==> config.mk <==
export PLATFORM = sky130hd
export DESIGN_NAME = best_fit_block_allocator_unit
export DESIGN_NICKNAME = d
export VERILOG_FILES = /design/src/bfa_pkg.sv /design/src/bfa_cfg.sv /design/src/bfa_table.sv /design/src/bfa_match.sv /design/src/best_fit_block_allocator_unit.sv
export SDC_FILE = /design/constraint.sdc
export NUM_CORES = 1
export LEC_CHECK = 0
export BUFFER_PORTS_ARGS = -buffer_cell sky130_fd_sc_hd__buf_2
export CORE_MARGIN = 3
export CORE_UTILIZATION = 25
export CTS_BUF_LIST = sky130_fd_sc_hd__clkbuf_16
export CTS_CLUSTER_SIZE = 14
export DETAILED_ROUTE_END_ITERATION = 8
export PLACE_DENSITY_LB_ADDON = 0.1
export SLEW_MARGIN = 20
export SYNTH_ARGS = -nofsm -noshare
export SYNTH_HDL_FRONTEND = slang
export SYNTH_SLANG_ARGS = --single-unit
==> constraint.sdc <==
create_clock -name i_clk -period 10.53 [get_ports i_clk]
set_clock_uncertainty 0.1 [all_clocks]
set_input_delay 1.5795 -clock i_clk [delete_from_list [all_inputs] [get_ports i_clk]]
set_output_delay 1.5795 -clock i_clk [all_outputs]
set_load 0.005 [all_outputs]
==> src/bfa_pkg.sv <==
// ============================================================================
// Best-fit block allocator package
// Shared widths, codes and beat types for the allocator and its submodules.
// ============================================================================
package bfa_pkg;

    localparam int OFS_W  = 16;
    localparam int POOL_W = 17;
    localparam int KEY_W  = OFS_W + 1;

    localparam int MAX_BLOCKS_DEF   = 16;
    localparam int HEADER_BYTES_DEF = 16;

    localparam logic [POOL_W-1:0] POOL_LOW  = 17'd32;
    localparam logic [POOL_W-1:0] POOL_HIGH = 17'd65536;

    // Configuration port: 32-bit data; only the pool size register is mapped.
    localparam int APB_AW = 3;
    localparam int APB_DW = 32;
    localparam logic [0:0] REG_POOL_SIZE = 1'b0;

    typedef enum logic {
        CMD_ALLOC = 1'b0,
        CMD_FREE  = 1'b1
    } t_cmd;

    typedef enum logic [1:0] {
        ST_DONE    = 2'd0,
        ST_NO_FIT  = 2'd1,
        ST_IGNORED = 2'd2,
        ST_NOSPLIT = 2'd3
    } t_status;

    // What one pass over the block table looks for.
    typedef enum logic [1:0] {
        OP_FIT  = 2'd0,
        OP_HIT  = 2'd1,
        OP_NEXT = 2'd2,
        OP_PREV = 2'd3
    } t_scan_op;

    typedef struct packed {
        t_cmd              command;
        logic [OFS_W-1:0]  request_bytes;
        logic [OFS_W-1:0]  payload_offset_in;
    } t_item;

    typedef struct packed {
        logic [OFS_W-1:0]  payload_offset;
        t_status           status;
    } t_result;

    typedef struct packed {
        logic [OFS_W-1:0]  start;
        logic [OFS_W-1:0]  bytes;
        logic              valid;
        logic              used;
    } t_entry;

    typedef struct packed {
        logic              start_we;
        logic [OFS_W-1:0]  start;
        logic              bytes_we;
        logic [OFS_W-1:0]  bytes;
        logic              valid_we;
        logic              valid_val;
        logic              used_we;
        logic              used_val;
    } t_tbl_wr;

endpackage

==> src/bfa_cfg.sv <==
// ============================================================================
// Allocator configuration register
// Holds the pool size, saturates written values and flags a table reset.
// ============================================================================
module bfa_cfg (
    input  logic                          i_clk,
    input  logic                          i_rst_n,
    input  logic                          psel,
    input  logic                          penable,
    input  logic                          pwrite,
    input  logic [bfa_pkg::APB_AW-1:0]    paddr,
    input  logic [bfa_pkg::APB_DW-1:0]    pwdata,
    output logic [bfa_pkg::APB_DW-1:0]    prdata,
    output logic                          pready,
    output logic [bfa_pkg::POOL_W-1:0]    o_pool,
    output logic                          o_init
);
    import bfa_pkg::*;

    logic [POOL_W-1:0] r_pool;
    logic [POOL_W-1:0] n_pool;
    logic [POOL_W-1:0] w_raw;
    logic              w_sel;

    assign w_sel  = (paddr[APB_AW-1:2] == REG_POOL_SIZE);
    assign w_raw  = pwdata[POOL_W-1:0];
    assign o_init = psel & penable & pwrite & w_sel;
    assign pready = 1'b1;
    assign prdata = w_sel ? APB_DW'(r_pool) : '0;
    assign o_pool = r_pool;

    always_comb begin
        priority if (w_raw < POOL_LOW) begin
            n_pool = POOL_LOW;
        end else if (w_raw > POOL_HIGH) begin
            n_pool = POOL_HIGH;
        end else begin
            n_pool = w_raw;
        end
    end

    always_ff @(posedge i_clk) begin
        if (!i_rst_n) begin
            r_pool <= POOL_HIGH;
        end else if (o_init) begin
            r_pool <= n_pool;
        end
    end

endmodule

==> src/bfa_table.sv <==
// ============================================================================
// Allocator block table
// Start and size memories with registered reads, plus valid and used flags.
// ============================================================================
module bfa_table #(
    parameter int MAX_BLOCKS   = bfa_pkg::MAX_BLOCKS_DEF,
    parameter int HEADER_BYTES = bfa_pkg::HEADER_BYTES_DEF
) (
    input  logic                            i_clk,
    input  logic                            i_rst_n,
    input  logic                            i_init,
    input  logic [bfa_pkg::POOL_W-1:0]      i_pool,
    input  logic                            i_rd_en,
    input  logic [$clog2(MAX_BLOCKS)-1:0]   i_rd_addr,
    output bfa_pkg::t_entry                 o_entry,
    input  logic [$clog2(MAX_BLOCKS)-1:0]   i_wr_addr,
    input  bfa_pkg::t_tbl_wr                i_wr
);
    import bfa_pkg::*;

    localparam int AW = $clog2(MAX_BLOCKS);
    localparam logic [POOL_W-1:0] HDR_P = POOL_W'(HEADER_BYTES);

    logic [OFS_W-1:0]      r_mem_start [MAX_BLOCKS];
    logic [OFS_W-1:0]      r_mem_bytes [MAX_BLOCKS];
    logic [OFS_W-1:0]      r_rd_start;
    logic [OFS_W-1:0]      r_rd_bytes;
    logic [AW-1:0]         r_rd_addr;
    logic                  r_rd_zs;
    logic                  r_rd_zb;
    logic [MAX_BLOCKS-1:0] r_valid;
    logic [MAX_BLOCKS-1:0] r_used;
    logic                  r_fresh_start;
    logic                  r_fresh_bytes;
    logic [POOL_W-1:0]     w_pool_less;
    logic [OFS_W-1:0]      w_rst_bytes;

    // Entry 0 reads as the initial free block until each field is written.
    assign w_pool_less = i_pool - HDR_P;
    assign w_rst_bytes = (i_pool > HDR_P) ? w_pool_less[OFS_W-1:0] : '0;

    always_ff @(posedge i_clk) begin
        if (i_wr.start_we) begin
            r_mem_start[i_wr_addr] <= i_wr.start;
        end
        if (i_wr.bytes_we) begin
            r_mem_bytes[i_wr_addr] <= i_wr.bytes;
        end
        if (i_rd_en) begin
            r_rd_start <= r_mem_start[i_rd_addr];
            r_rd_bytes <= r_mem_bytes[i_rd_addr];
            r_rd_addr  <= i_rd_addr;
            r_rd_zs    <= r_fresh_start && (i_rd_addr == '0);
            r_rd_zb    <= r_fresh_bytes && (i_rd_addr == '0);
        end
    end

    always_ff @(posedge i_clk) begin
        if (!i_rst_n || i_init) begin
            r_valid       <= MAX_BLOCKS'(1);
            r_used        <= '0;
            r_fresh_start <= 1'b1;
            r_fresh_bytes <= 1'b1;
        end else begin
            if (i_wr.valid_we) begin
                r_valid[i_wr_addr] <= i_wr.valid_val;
            end
            if (i_wr.used_we) begin
                r_used[i_wr_addr] <= i_wr.used_val;
            end
            if (i_wr.start_we && (i_wr_addr == '0)) begin
                r_fresh_start <= 1'b0;
            end
            if (i_wr.bytes_we && (i_wr_addr == '0)) begin
                r_fresh_bytes <= 1'b0;
            end
        end
    end

    always_comb begin
        o_entry.start = r_rd_zs ? '0 : r_rd_start;
        o_entry.bytes = r_rd_zb ? w_rst_bytes : r_rd_bytes;
        o_entry.valid = r_valid[r_rd_addr];
        o_entry.used  = r_used[r_rd_addr];
    end

endmodule

==> src/bfa_match.sv <==
// ============================================================================
// Allocator entry compare unit
// Shared by all passes: adder and equality check, plus size checks for fit.
// ============================================================================
module bfa_match #(
    parameter int HEADER_BYTES = bfa_pkg::HEADER_BYTES_DEF
) (
    input  bfa_pkg::t_scan_op               i_op,
    input  bfa_pkg::t_entry                 i_entry,
    input  logic [bfa_pkg::KEY_W-1:0]       i_key,
    input  logic [bfa_pkg::OFS_W-1:0]       i_best_bytes,
    input  logic                            i_have_best,
    input  logic                            i_is_hit,
    output logic                            o_match
);
    import bfa_pkg::*;

    localparam int SUM_W = OFS_W + 2;
    localparam logic [SUM_W-1:0] HDR_S = SUM_W'(HEADER_BYTES);

    logic [SUM_W-1:0] w_sum;
    logic             w_eq;
    logic             w_free;

    // Start, optionally plus header and payload size, against the key.
    assign w_sum = SUM_W'(i_entry.start)
                 + ((i_op == OP_PREV) ? SUM_W'(i_entry.bytes) : '0)
                 + ((i_op == OP_HIT || i_op == OP_PREV) ? HDR_S : '0);
    assign w_eq   = (w_sum == SUM_W'(i_key));
    assign w_free = i_entry.valid & ~i_entry.used;

    always_comb begin
        unique case (i_op)
            OP_FIT: begin
                o_match = w_free && (i_entry.bytes >= i_key[OFS_W-1:0])
                        && (!i_have_best || (i_entry.bytes < i_best_bytes));
            end
            OP_HIT: begin
                o_match = i_entry.valid && i_entry.used && w_eq;
            end
            default: begin
                o_match = w_free && !i_is_hit && w_eq;
            end
        endcase
    end

endmodule

==> src/best_fit_block_allocator_unit.sv <==
// ============================================================================
// Best-fit block allocator
// Sequencer that serves allocate and free commands over a block table.
// ============================================================================
// A command beat is taken on a rising edge with start high and busy low; busy
// then stays high until the command is finished (a null free never raises it).
// Each command gives exactly one result beat: o_valid is high for one cycle
// with o_result, and the receiver cannot stall it, so no result is ever held
// back. An allocate makes one pass over the table with the shared compare
// unit, one entry per cycle; its result beat is registered from the allocate
// state, or from the split state that follows it when the block is split. A
// free makes up to three passes (hit, following neighbor, preceding neighbor);
// a null free answers in the cycle after it is taken.
// The pass length is set by the single read port of the table memories. A new
// command may be taken in the cycle that shows the previous result.
// Reset, and any write of pool_size over the APB port, returns the table to
// one free block covering the pool less one header; no clearing pass is
// needed. The user must write pool size only while the block is idle; the
// block itself does not enforce this.
// ============================================================================
module best_fit_block_allocator_unit #(
    parameter int MAX_BLOCKS   = bfa_pkg::MAX_BLOCKS_DEF,
    parameter int HEADER_BYTES = bfa_pkg::HEADER_BYTES_DEF
) (
    input  logic                          i_clk,
    input  logic                          i_rst_n,
    input  logic                          start,
    output logic                          busy,
    input  bfa_pkg::t_item                i_item,
    output logic                          o_valid,
    output bfa_pkg::t_result              o_result,
    input  logic                          psel,
    input  logic                          penable,
    input  logic                          pwrite,
    input  logic [bfa_pkg::APB_AW-1:0]    paddr,
    input  logic [bfa_pkg::APB_DW-1:0]    pwdata,
    output logic [bfa_pkg::APB_DW-1:0]    prdata,
    output logic                          pready
);
    import bfa_pkg::*;

    localparam int AW = $clog2(MAX_BLOCKS);
    localparam int CW = $clog2(MAX_BLOCKS + 1);
    localparam logic [OFS_W-1:0] HDR   = OFS_W'(HEADER_BYTES);
    localparam logic [CW-1:0]    N_CNT = CW'(MAX_BLOCKS);
    localparam logic [AW-1:0]    LAST  = AW'(MAX_BLOCKS - 1);

    typedef enum logic [3:0] {
        S_IDLE,
        S_SCAN,
        S_ALLOC,
        S_SPLIT,
        S_HIT_DEC,
        S_NEXT_DEC,
        S_NEXT_WR,
        S_PREV_DEC,
        S_PREV_WR
    } t_state;

    t_state            r_state, n_state;
    t_scan_op          r_op, n_op;
    logic [KEY_W-1:0]  r_key, n_key;
    logic [OFS_W-1:0]  r_req, n_req;
    logic [CW-1:0]     r_idx, n_idx;
    logic              r_data_v, n_data_v;
    logic [AW-1:0]     r_data_idx, n_data_idx;
    logic              r_found, n_found;
    logic [AW-1:0]     r_sel_idx, n_sel_idx;
    logic [OFS_W-1:0]  r_sel_start, n_sel_start;
    logic [OFS_W-1:0]  r_sel_bytes, n_sel_bytes;
    logic              r_slot_found, n_slot_found;
    logic [AW-1:0]     r_slot, n_slot;
    logic [AW-1:0]     r_hit, n_hit;
    logic [OFS_W-1:0]  r_hit_start, n_hit_start;
    logic [OFS_W-1:0]  r_hit_bytes, n_hit_bytes;
    logic              r_out_valid, n_out_valid;
    t_result           r_out, n_out;

    logic [POOL_W-1:0] w_pool;
    logic              w_init;
    logic              w_rd_en;
    t_entry            w_entry;
    logic              w_match;
    logic [AW-1:0]     w_wr_addr;
    t_tbl_wr           w_wr;
    logic [OFS_W-1:0]  w_gap;
    logic              w_split;

    bfa_cfg u_cfg (
        .i_clk   (i_clk),
        .i_rst_n (i_rst_n),
        .psel    (psel),
        .penable (penable),
        .pwrite  (pwrite),
        .paddr   (paddr),
        .pwdata  (pwdata),
        .prdata  (prdata),
        .pready  (pready),
        .o_pool  (w_pool),
        .o_init  (w_init)
    );

    bfa_table #(
        .MAX_BLOCKS   (MAX_BLOCKS),
        .HEADER_BYTES (HEADER_BYTES)
    ) u_table (
        .i_clk     (i_clk),
        .i_rst_n   (i_rst_n),
        .i_init    (w_init),
        .i_pool    (w_pool),
        .i_rd_en   (w_rd_en),
        .i_rd_addr (r_idx[AW-1:0]),
        .o_entry   (w_entry),
        .i_wr_addr (w_wr_addr),
        .i_wr      (w_wr)
    );

    bfa_match #(
        .HEADER_BYTES (HEADER_BYTES)
    ) u_match (
        .i_op         (r_op),
        .i_entry      (w_entry),
        .i_key        (r_key),
        .i_best_bytes (r_sel_bytes),
        .i_have_best  (r_found),
        .i_is_hit     (r_data_idx == r_hit),
        .o_match      (w_match)
    );

    assign busy     = (r_state != S_IDLE);
    assign o_valid  = r_out_valid;
    assign o_result = r_out;
    assign w_rd_en  = (r_state == S_SCAN) && (r_idx < N_CNT);
    assign w_gap    = r_sel_bytes - r_req;
    assign w_split  = (w_gap > HDR);

    always_comb begin
        n_state      = r_state;
        n_op         = r_op;
        n_key        = r_key;
        n_req        = r_req;
        n_idx        = r_idx;
        n_data_v     = 1'b0;
        n_data_idx   = r_data_idx;
        n_found      = r_found;
        n_sel_idx    = r_sel_idx;
        n_sel_start  = r_sel_start;
        n_sel_bytes  = r_sel_bytes;
        n_slot_found = r_slot_found;
        n_slot       = r_slot;
        n_hit        = r_hit;
        n_hit_start  = r_hit_start;
        n_hit_bytes  = r_hit_bytes;
        n_out_valid  = 1'b0;
        n_out        = r_out;
        w_wr_addr    = r_sel_idx;
        w_wr         = '0;

        unique case (r_state)
            S_IDLE: begin
                if (start) begin
                    n_req = i_item.request_bytes;
                    if (i_item.command == CMD_ALLOC) begin
                        n_op         = OP_FIT;
                        n_key        = KEY_W'(i_item.request_bytes);
                        n_idx        = '0;
                        n_found      = 1'b0;
                        n_slot_found = 1'b0;
                        n_state      = S_SCAN;
                    end else if (i_item.payload_offset_in == '0) begin
                        n_out_valid          = 1'b1;
                        n_out.payload_offset = '0;
                        n_out.status         = ST_IGNORED;
                    end else begin
                        n_op    = OP_HIT;
                        n_key   = KEY_W'(i_item.payload_offset_in);
                        n_idx   = '0;
                        n_found = 1'b0;
                        n_state = S_SCAN;
                    end
                end
            end

            S_SCAN: begin
                // Reads are issued one entry a cycle; the data returns in the
                // next cycle together with its index.
                if (w_rd_en) begin
                    n_idx      = r_idx + CW'(1);
                    n_data_v   = 1'b1;
                    n_data_idx = r_idx[AW-1:0];
                end
                if (r_data_v) begin
                    if (w_match && (r_op == OP_FIT || !r_found)) begin
                        n_found     = 1'b1;
                        n_sel_idx   = r_data_idx;
                        n_sel_start = w_entry.start;
                        n_sel_bytes = w_entry.bytes;
                    end
                    if (r_op == OP_FIT && !w_entry.valid && !r_slot_found) begin
                        n_slot_found = 1'b1;
                        n_slot       = r_data_idx;
                    end
                    if (r_data_idx == LAST) begin
                        unique case (r_op)
                            OP_FIT:  n_state = S_ALLOC;
                            OP_HIT:  n_state = S_HIT_DEC;
                            OP_NEXT: n_state = S_NEXT_DEC;
                            OP_PREV: n_state = S_PREV_DEC;
                        endcase
                    end
                end
            end

            S_ALLOC: begin
                if (!r_found) begin
                    n_out_valid          = 1'b1;
                    n_out.payload_offset = '0;
                    n_out.status         = ST_NO_FIT;
                    n_state              = S_IDLE;
                end else begin
                    w_wr.used_we  = 1'b1;
                    w_wr.used_val = 1'b1;
                    if (w_split && r_slot_found) begin
                        w_wr.bytes_we = 1'b1;
                        w_wr.bytes    = r_req;
                        n_state       = S_SPLIT;
                    end else begin
                        n_out_valid          = 1'b1;
                        n_out.payload_offset = r_sel_start + HDR;
                        n_out.status         = w_split ? ST_NOSPLIT : ST_DONE;
                        n_state              = S_IDLE;
                    end
                end
            end

            S_SPLIT: begin
                // The rest of the block becomes a new free entry.
                w_wr_addr            = r_slot;
                w_wr.start_we        = 1'b1;
                w_wr.start           = r_sel_start + HDR + r_req;
                w_wr.bytes_we        = 1'b1;
                w_wr.bytes           = w_gap - HDR;
                w_wr.valid_we        = 1'b1;
                w_wr.valid_val       = 1'b1;
                w_wr.used_we         = 1'b1;
                w_wr.used_val        = 1'b0;
                n_out_valid          = 1'b1;
                n_out.payload_offset = r_sel_start + HDR;
                n_out.status         = ST_DONE;
                n_state              = S_IDLE;
            end

            S_HIT_DEC: begin
                if (!r_found) begin
                    n_out_valid          = 1'b1;
                    n_out.payload_offset = '0;
                    n_out.status         = ST_IGNORED;
                    n_state              = S_IDLE;
                end else begin
                    w_wr.used_we  = 1'b1;
                    w_wr.used_val = 1'b0;
                    n_hit         = r_sel_idx;
                    n_hit_start   = r_sel_start;
                    n_hit_bytes   = r_sel_bytes;
                    n_op          = OP_NEXT;
                    n_key         = KEY_W'(r_sel_start) + KEY_W'(HDR) + KEY_W'(r_sel_bytes);
                    n_idx         = '0;
                    n_found       = 1'b0;
                    n_state       = S_SCAN;
                end
            end

            S_NEXT_DEC: begin
                if (r_found) begin
                    w_wr.valid_we  = 1'b1;
                    w_wr.valid_val = 1'b0;
                    n_hit_bytes    = r_hit_bytes + HDR + r_sel_bytes;
                    n_state        = S_NEXT_WR;
                end else begin
                    n_op    = OP_PREV;
                    n_key   = KEY_W'(r_hit_start);
                    n_idx   = '0;
                    n_found = 1'b0;
                    n_state = S_SCAN;
                end
            end

            S_NEXT_WR: begin
                w_wr_addr     = r_hit;
                w_wr.bytes_we = 1'b1;
                w_wr.bytes    = r_hit_bytes;
                n_op          = OP_PREV;
                n_key         = KEY_W'(r_hit_start);
                n_idx         = '0;
                n_found       = 1'b0;
                n_state       = S_SCAN;
            end

            S_PREV_DEC: begin
                if (r_found) begin
                    w_wr.bytes_we = 1'b1;
                    w_wr.bytes    = r_sel_bytes + HDR + r_hit_bytes;
                    n_state       = S_PREV_WR;
                end else begin
                    n_out_valid          = 1'b1;
                    n_out.payload_offset = '0;
                    n_out.status         = ST_DONE;
                    n_state              = S_IDLE;
                end
            end

            S_PREV_WR: begin
                w_wr_addr            = r_hit;
                w_wr.valid_we        = 1'b1;
                w_wr.valid_val       = 1'b0;
                n_out_valid          = 1'b1;
                n_out.payload_offset = '0;
                n_out.status         = ST_DONE;
                n_state              = S_IDLE;
            end

            default: begin
                n_state = S_IDLE;
            end
        endcase
    end

    always_ff @(posedge i_clk) begin
        if (!i_rst_n) begin
            r_state      <= S_IDLE;
            r_data_v     <= 1'b0;
            r_out_valid  <= 1'b0;
            r_found      <= 1'b0;
            r_slot_found <= 1'b0;
            r_idx        <= '0;
        end else begin
            r_state      <= n_state;
            r_data_v     <= n_data_v;
            r_out_valid  <= n_out_valid;
            r_found      <= n_found;
            r_slot_found <= n_slot_found;
            r_idx        <= n_idx;
        end
        r_op        <= n_op;
        r_key       <= n_key;
        r_req       <= n_req;
        r_data_idx  <= n_data_idx;
        r_sel_idx   <= n_sel_idx;
        r_sel_start <= n_sel_start;
        r_sel_bytes <= n_sel_bytes;
        r_slot      <= n_slot;
        r_hit       <= n_hit;
        r_hit_start <= n_hit_start;
        r_hit_bytes <= n_hit_bytes;
        r_out       <= n_out;
    end

endmodule

======== Yosys cells after proc, flatten, opt, wreduce, memory -nomap -nowiden ========
Memory sizes are Yosys's and may differ from the RTL's. A register that Yosys moved wholly into a read port is not among the register bits.
Index checks and enable logic that the tools add are counted.
operators by class
  add/sub/neg operators ................... 14
  magnitude comparators ................... 10
  equality and inequality tests ........... 30
  multiplexer cells ....................... 94
  bitwise gates (word level) .............. 6
  reductions and logical operators ........ 54
operator list
  operator                                                         count
  two-way mux 17 bit                                               12
  case mux 17 bit (4 select lines)                                 2
  two-way mux 18 bit                                               7
  case mux 18 bit (6 select lines)                                 1
  two-way mux 16 bit                                               6
  adder 16 bit                                                     3
  adder 16 x 5 -> 16 bit (second input constant)                   3
  two-way mux 5 bit                                                7
  bitwise mux 16 bit                                               2
  case mux 16 bit (2 select lines)                                 1
  subtractor 16 x 5 -> 16 bit (second input constant)              2
  two-way mux 4 bit                                                7
  case mux 4 bit (7 select lines)                                  1
  two-way mux 1 bit                                                25
  case mux 5 bit (5 select lines)                                  1
  != test 2 bit (second input constant)                            10
  adder 16 x 18 -> 18 bit                                          1
  adder 18 bit                                                     1
  == test 18 x 17 -> 1 bit                                         1
  two-way mux 2 bit                                                9
  adder 16 x 5 -> 17 bit (second input constant)                   1
  adder 17 x 16 -> 17 bit                                          1
  greater-than comparator 17 bit (second input constant)           1
  greater-than comparator 17 x 5 -> 1 bit (second input constant)  1
  other kinds (46)                                                 102
word-level totals
  bits in registers ....................... 203
  RAM bits ................................ 512
  bits of input ports ..................... 74
  output and inout port bits .............. 53
  word-level logic and storage cells ...... 237
  memories ................................ 2
memory list
  memory               depth  width  rd ports  clocked after Yosys merged registers in  wr ports  RTL line         source
  u_table.r_mem_bytes  16     16     1         1                                        1         bfa_table.sv:25  logic [OFS_W-1:0] r_mem_bytes [MAX_BLOCKS];
  u_table.r_mem_start  16     16     1         1                                        1         bfa_table.sv:24  logic [OFS_W-1:0] r_mem_start [MAX_BLOCKS];

======== Logic depth before layout (Yosys ltp) ========
  word-level depth ........................ 13
  mapped depth ............................ 21
  mapped depth without buffers ............ 21

======== Cells and area by module ========
A second synthesis with hierarchy kept.
unflattened totals
  cells, all modules ...................... 2524
  area total of the unflattened synthesis .. 35851.9 sq um
by module, submodules not included
  module                         instances  cells each  area an instance (sq um)  sequential area each (sq um)
  bfa_table                      1          1191        23085.9                   17196.5
  best_fit_block_allocator_unit  1          945         9668.0                    4254.1
  bfa_match                      1          280         2104.5                    0.0
  bfa_cfg                        1          108         993.5                     340.3

======== Least setup slack after synthesis ========
OpenSTA, ideal clock, no wires.
  kind .................................... register to register
  from .................................... register u_cfg.r_pool[11], in the netlist u_cfg.o_pool[11]
  to ...................................... register r_sel_bytes[0] (enable)
  setup time .............................. 0.441 ns
  arrival time ............................ 6.046 ns
  required time ........................... 9.989 ns
  path slack .............................. 3.943 ns
  stages on the path, launching flop included .. 20
  path buffers ............................ 1
  clock period less this slack ............ 6.587 ns
  cell sequence ........................... dfxtp_1 -> or4_1 -> nor3_1 -> nand2_1 -> o21ai_1 -> clkbuf_1 -> o22ai_1 -> and2_1 -> ha_1 -> inv_1 -> fa_1 -> nor2b_1 -> o211ai_1 -> a21bo_2 -> a21oi_1 -> a211oi_1 -> xnor2_1 -> nor4bb_1 -> nand3_1 -> a21oi_1
RTL lines
  what                    RTL line                              source
  start, declared         bfa_cfg.sv:20                         logic [POOL_W-1:0] r_pool;
  start signal, assigned  bfa_cfg.sv:46                         r_pool <= n_pool;
  end signal, assigned    best_fit_block_allocator_unit.sv:350  r_sel_bytes <= n_sel_bytes;
  end, declared           best_fit_block_allocator_unit.sv:70   logic [OFS_W-1:0] r_sel_bytes, n_sel_bytes;

==> impl_metrics.env <==
export IMPL_vdd_ir_drop_worst_mv=0.125
export IMPL_place_hpwl_um=76500
export IMPL_hold_path_class="flip-flop to flip-flop"
export IMPL_synthArstFlopShare_pct=0
export IMPL_register_area_um2=21700
export IMPL_antenna_found_initial=3
export IMPL_final_nets=2821
export IMPL_cts_root_buf="clkbuf_16"
export IMPL_ioPinCount=127
export IMPL_grt_max_degree=65
export IMPL_cts_resized=0
export IMPL_path_cells="or4_1, nor3_1, nand2_1, o21ai_1, o22ai_1, and2_1, ha_1, inv_1, fa_1, nor2b_1, o211ai_1, a21bo_2, a21oi_1, a211oi_1, xnor2_1, nor4bb_1, nand3_1, a21oi_4, buf_4"
export IMPL_place_port_buffers=93
export IMPL_synth_avg_cell_area_um2=14.5
export IMPL_cts_hold_buf=0
export IMPL_wl_per_cell_um=25.1
export IMPL_crit_family="compound AO/OA/AOI/OAI gates"
export IMPL_synth_top_area_cell="edfxtp_1"
export IMPL_clkTransAtPathRegs_ns=0.05
export IMPL_fmax_ghz=0.147
export IMPL_drt_initial_drc_count=1695
export IMPL_drc_errors=0
export IMPL_synth_top_area_share_pct=58.0
export IMPL_fin_tns_setup_ns=0
export IMPL_htree_num_levels=3
export IMPL_clkLatencyLatePin_ns=0.72
export IMPL_cp_buffers_inverters=2
export IMPL_place_ws_ns=3.64
export IMPL_cts_made_buffers=88
export IMPL_core_area_um2=139000
export IMPL_grt_pass1_vias=22064
export IMPL_routed_wl_um=113000
export IMPL_cp_arrival_ns=7.02
export IMPL_p_leak_uw=0.0133
export IMPL_final_core_util_pct=29.6
export IMPL_yosysWarnings=0
export IMPL_yosysSeqAreaShare_pct=61.6
export IMPL_cpPeakStageDelay_ns=0.78
export IMPL_worst_pin_slew_ns=1.08
export IMPL_vias_per_cell=4.73
export IMPL_maxCapViolCount=0
export IMPL_design_area_um2=41000
export IMPL_final_cell_mix="679 x edfxtp_1, 168 x mux4_2, 166 x nand2_1, 163 x ha_1, 161 x inv_1"
export IMPL_vias=21355
export IMPL_dieArea_um2=145000
export IMPL_die_width_um=381
export IMPL_grt_pass1_wl_um=162000
export IMPL_synth_edf_count=679
export IMPL_overflow=0
export IMPL_crit_path_start_kind="flip-flop"
export IMPL_power_density_nw_per_um2=203
export IMPL_yosys_cell_types_count=76
export IMPL_row_count=136
export IMPL_ys_flop_type="edfxtp_1"
export IMPL_fin_ws_ns=3.72
export IMPL_multi_input_area_um2=12700
export IMPL_post_cts_buffers=0
export IMPL_slowest_stage="o21ai_1"
export IMPL_fin_crit_sh_pct=64.7
export IMPL_synthToLayoutAreaGrowth_pct=16.5
export IMPL_start_util_pct=25.4
export IMPL_end_kind="flip-flop"
export IMPL_ys_seq_elements=743
export IMPL_dieHeight_um=381
export IMPL_ant_nets=0
export IMPL_slew_headroom_pct=28.1
export IMPL_synth_area_top_cells="edfxtp_1 58%, mux4_2 11%, ha_1 5.8%, dfxtp_1 3.6%, nand2_1 1.8%"
export IMPL_rsz0062_at_grt="false"
export IMPL_clkSinkCount=743
export IMPL_drtPass1Iterations=8
export IMPL_final_common_cell="edfxtp_1"
export IMPL_n_fill_cell=13889
export IMPL_required_ns=10.74
export IMPL_syn_area_um2=35200
export IMPL_hold_viol=0
export IMPL_holdWs_ns=0.343
export IMPL_cts_tree="built"
export IMPL_place_area_um2=38200
export IMPL_worstPathMaxFanout=28
export IMPL_grt_usage_pct=15.4
export IMPL_setup_violations=0
export IMPL_synthCells=2425
export IMPL_status="complete, no violations"
export IMPL_min_period_ns=6.81
export IMPL_finalMaxSlewViolations=0
export IMPL_criticalPathCategory="flip-flop to flip-flop"
export IMPL_drive_gt1_share_pct=18.4
export IMPL_cts_path_max_buffers=3
export IMPL_gp_congestion=0.860
worst paths after layout:
path | startpoint | end | slack (ns) | cells past startpoint
max reg2reg | u_cfg.o_pool[11] | r_sel_bytes[4] | 3.72 | 19
min reg2reg | u_table.r_fresh_start | u_table.r_fresh_start | 0.34 | 1
min | u_table.r_fresh_start | u_table.r_fresh_start | 0.34 | 1
max | u_cfg.o_pool[11] | r_sel_bytes[4] | 3.72 | 19
kinds of logic (layout without fill, tap and decap cells):
logic type / after synthesis / in the layout / share of synthesized area [%]
flops: 743 / 743 / 61.6
simple gates: 546 / 546 / 7.44
compound gates: 419 / 419 / 7.82
buf+inv: 245 / 460 / 2.82
mux: 191 / 191 / 11.4
fa+ha+maj: 168 / 168 / 6.09
xor+xnor: 111 / 111 / 2.77
other cells: 2 / 17 / 0.0214
layer usage:
metal	GRT usage [%]	vias up	wire length [µm]	part of all wire, %
met5	0	-	0	0
met4	5.11	0	3280	2.9
met3	2.13	130	4690	4.1
met2	24.8	530	53100	47
met1	21.5	11052	52300	46
li1	-	9643	-	-
worst reg2reg max path: stages, from the launching register on:
cell and delay, ns:
dfxtp_1 0.37, or4_1 0.57, nor3_1 0.24, nand2_1 0.10, o21ai_1 0.78, o22ai_1 0.45
and2_1 0.30, ha_1 0.30, inv_1 0.06, fa_1 0.46, nor2b_1 0.17, o211ai_1 0.10
a21bo_2 0.25, a21oi_1 0.41, a211oi_1 0.17, xnor2_1 0.17, nor4bb_1 0.36, nand3_1 0.21
a21oi_4 0.39, buf_4 0.47
layout make-up:
type                            count  area share, %
Tap cell                         1863           5.69
Timing Repair Buffer              159           2.35
Clock buffer                       88           5.37
Multi-Input combinational cell   1451           31.0
Antenna cell                        1        0.00611
Inverter                          136           1.25
Clock inverter                     77           1.44
Sequential cell                   743           52.9
state kept, by name, summed over array words and instances, names as in the netlist, 2 cells and up:
signal / count
u_table.r_rd_bytes: 16
u_table.r_mem_bytes: 256
r_slot: 4
r_op: 2
u_table.r_valid: 16
o_result: 18
r_hit: 4
r_sel_bytes: 16
r_key: 17
r_state: 4
r_idx: 5
u_table.r_rd_start: 16
u_table.r_used: 16
r_sel_idx: 4
r_hit_start: 16
r_sel_start: 16
u_table.r_mem_start: 256
r_req: 16
r_hit_bytes: 16
u_cfg.o_pool: 17
u_table.r_rd_addr: 3
power by group:
part           total (µW)  internal [µW]  switching [µW]
Sequential           3610           3410             208
Clock                2920           1630            1290
Combinational        1790            734            1060
Total                8330           5770            2560
per-stage QoR:
step                instances  total power (µW)
detailed placement       4352              5500
global route             4517              8770
finish                   4518              8330
floorplan                2439              4770
CTS                      4517              8480
global placement         4352              5510
cells in the mapped netlist (5+ instances only):
library cell	number
edfxtp_1	679
mux4_2	168
nand2_1	166
ha_1	163
nor2_1	148
inv_1	136
o21ai_0	105
a21oi_1	100
clkbuf_1	72
xnor2_1	67
dfxtp_1	64
nor2b_1	50
xor2_1	44
nand3_1	39
and2_1	30
nor3_1	29
a21o_1	26
o21a_1	24
mux2i_1	23
a211oi_1	17
o22ai_1	17
buf_1	16
buf_4	16
nor4_1	15
o211ai_1	14
a22o_1	13
and3_1	12
nand2b_1	12
a31oi_1	10
or3_1	10
a222oi_1	9
nand4_1	9
o221ai_1	9
a221o_1	8
o21bai_1	8
or2_2	7
o41ai_1	6
a221oi_1	5
fa_1	5
o2111ai_1	5
(Power assumes the default switching activity.)
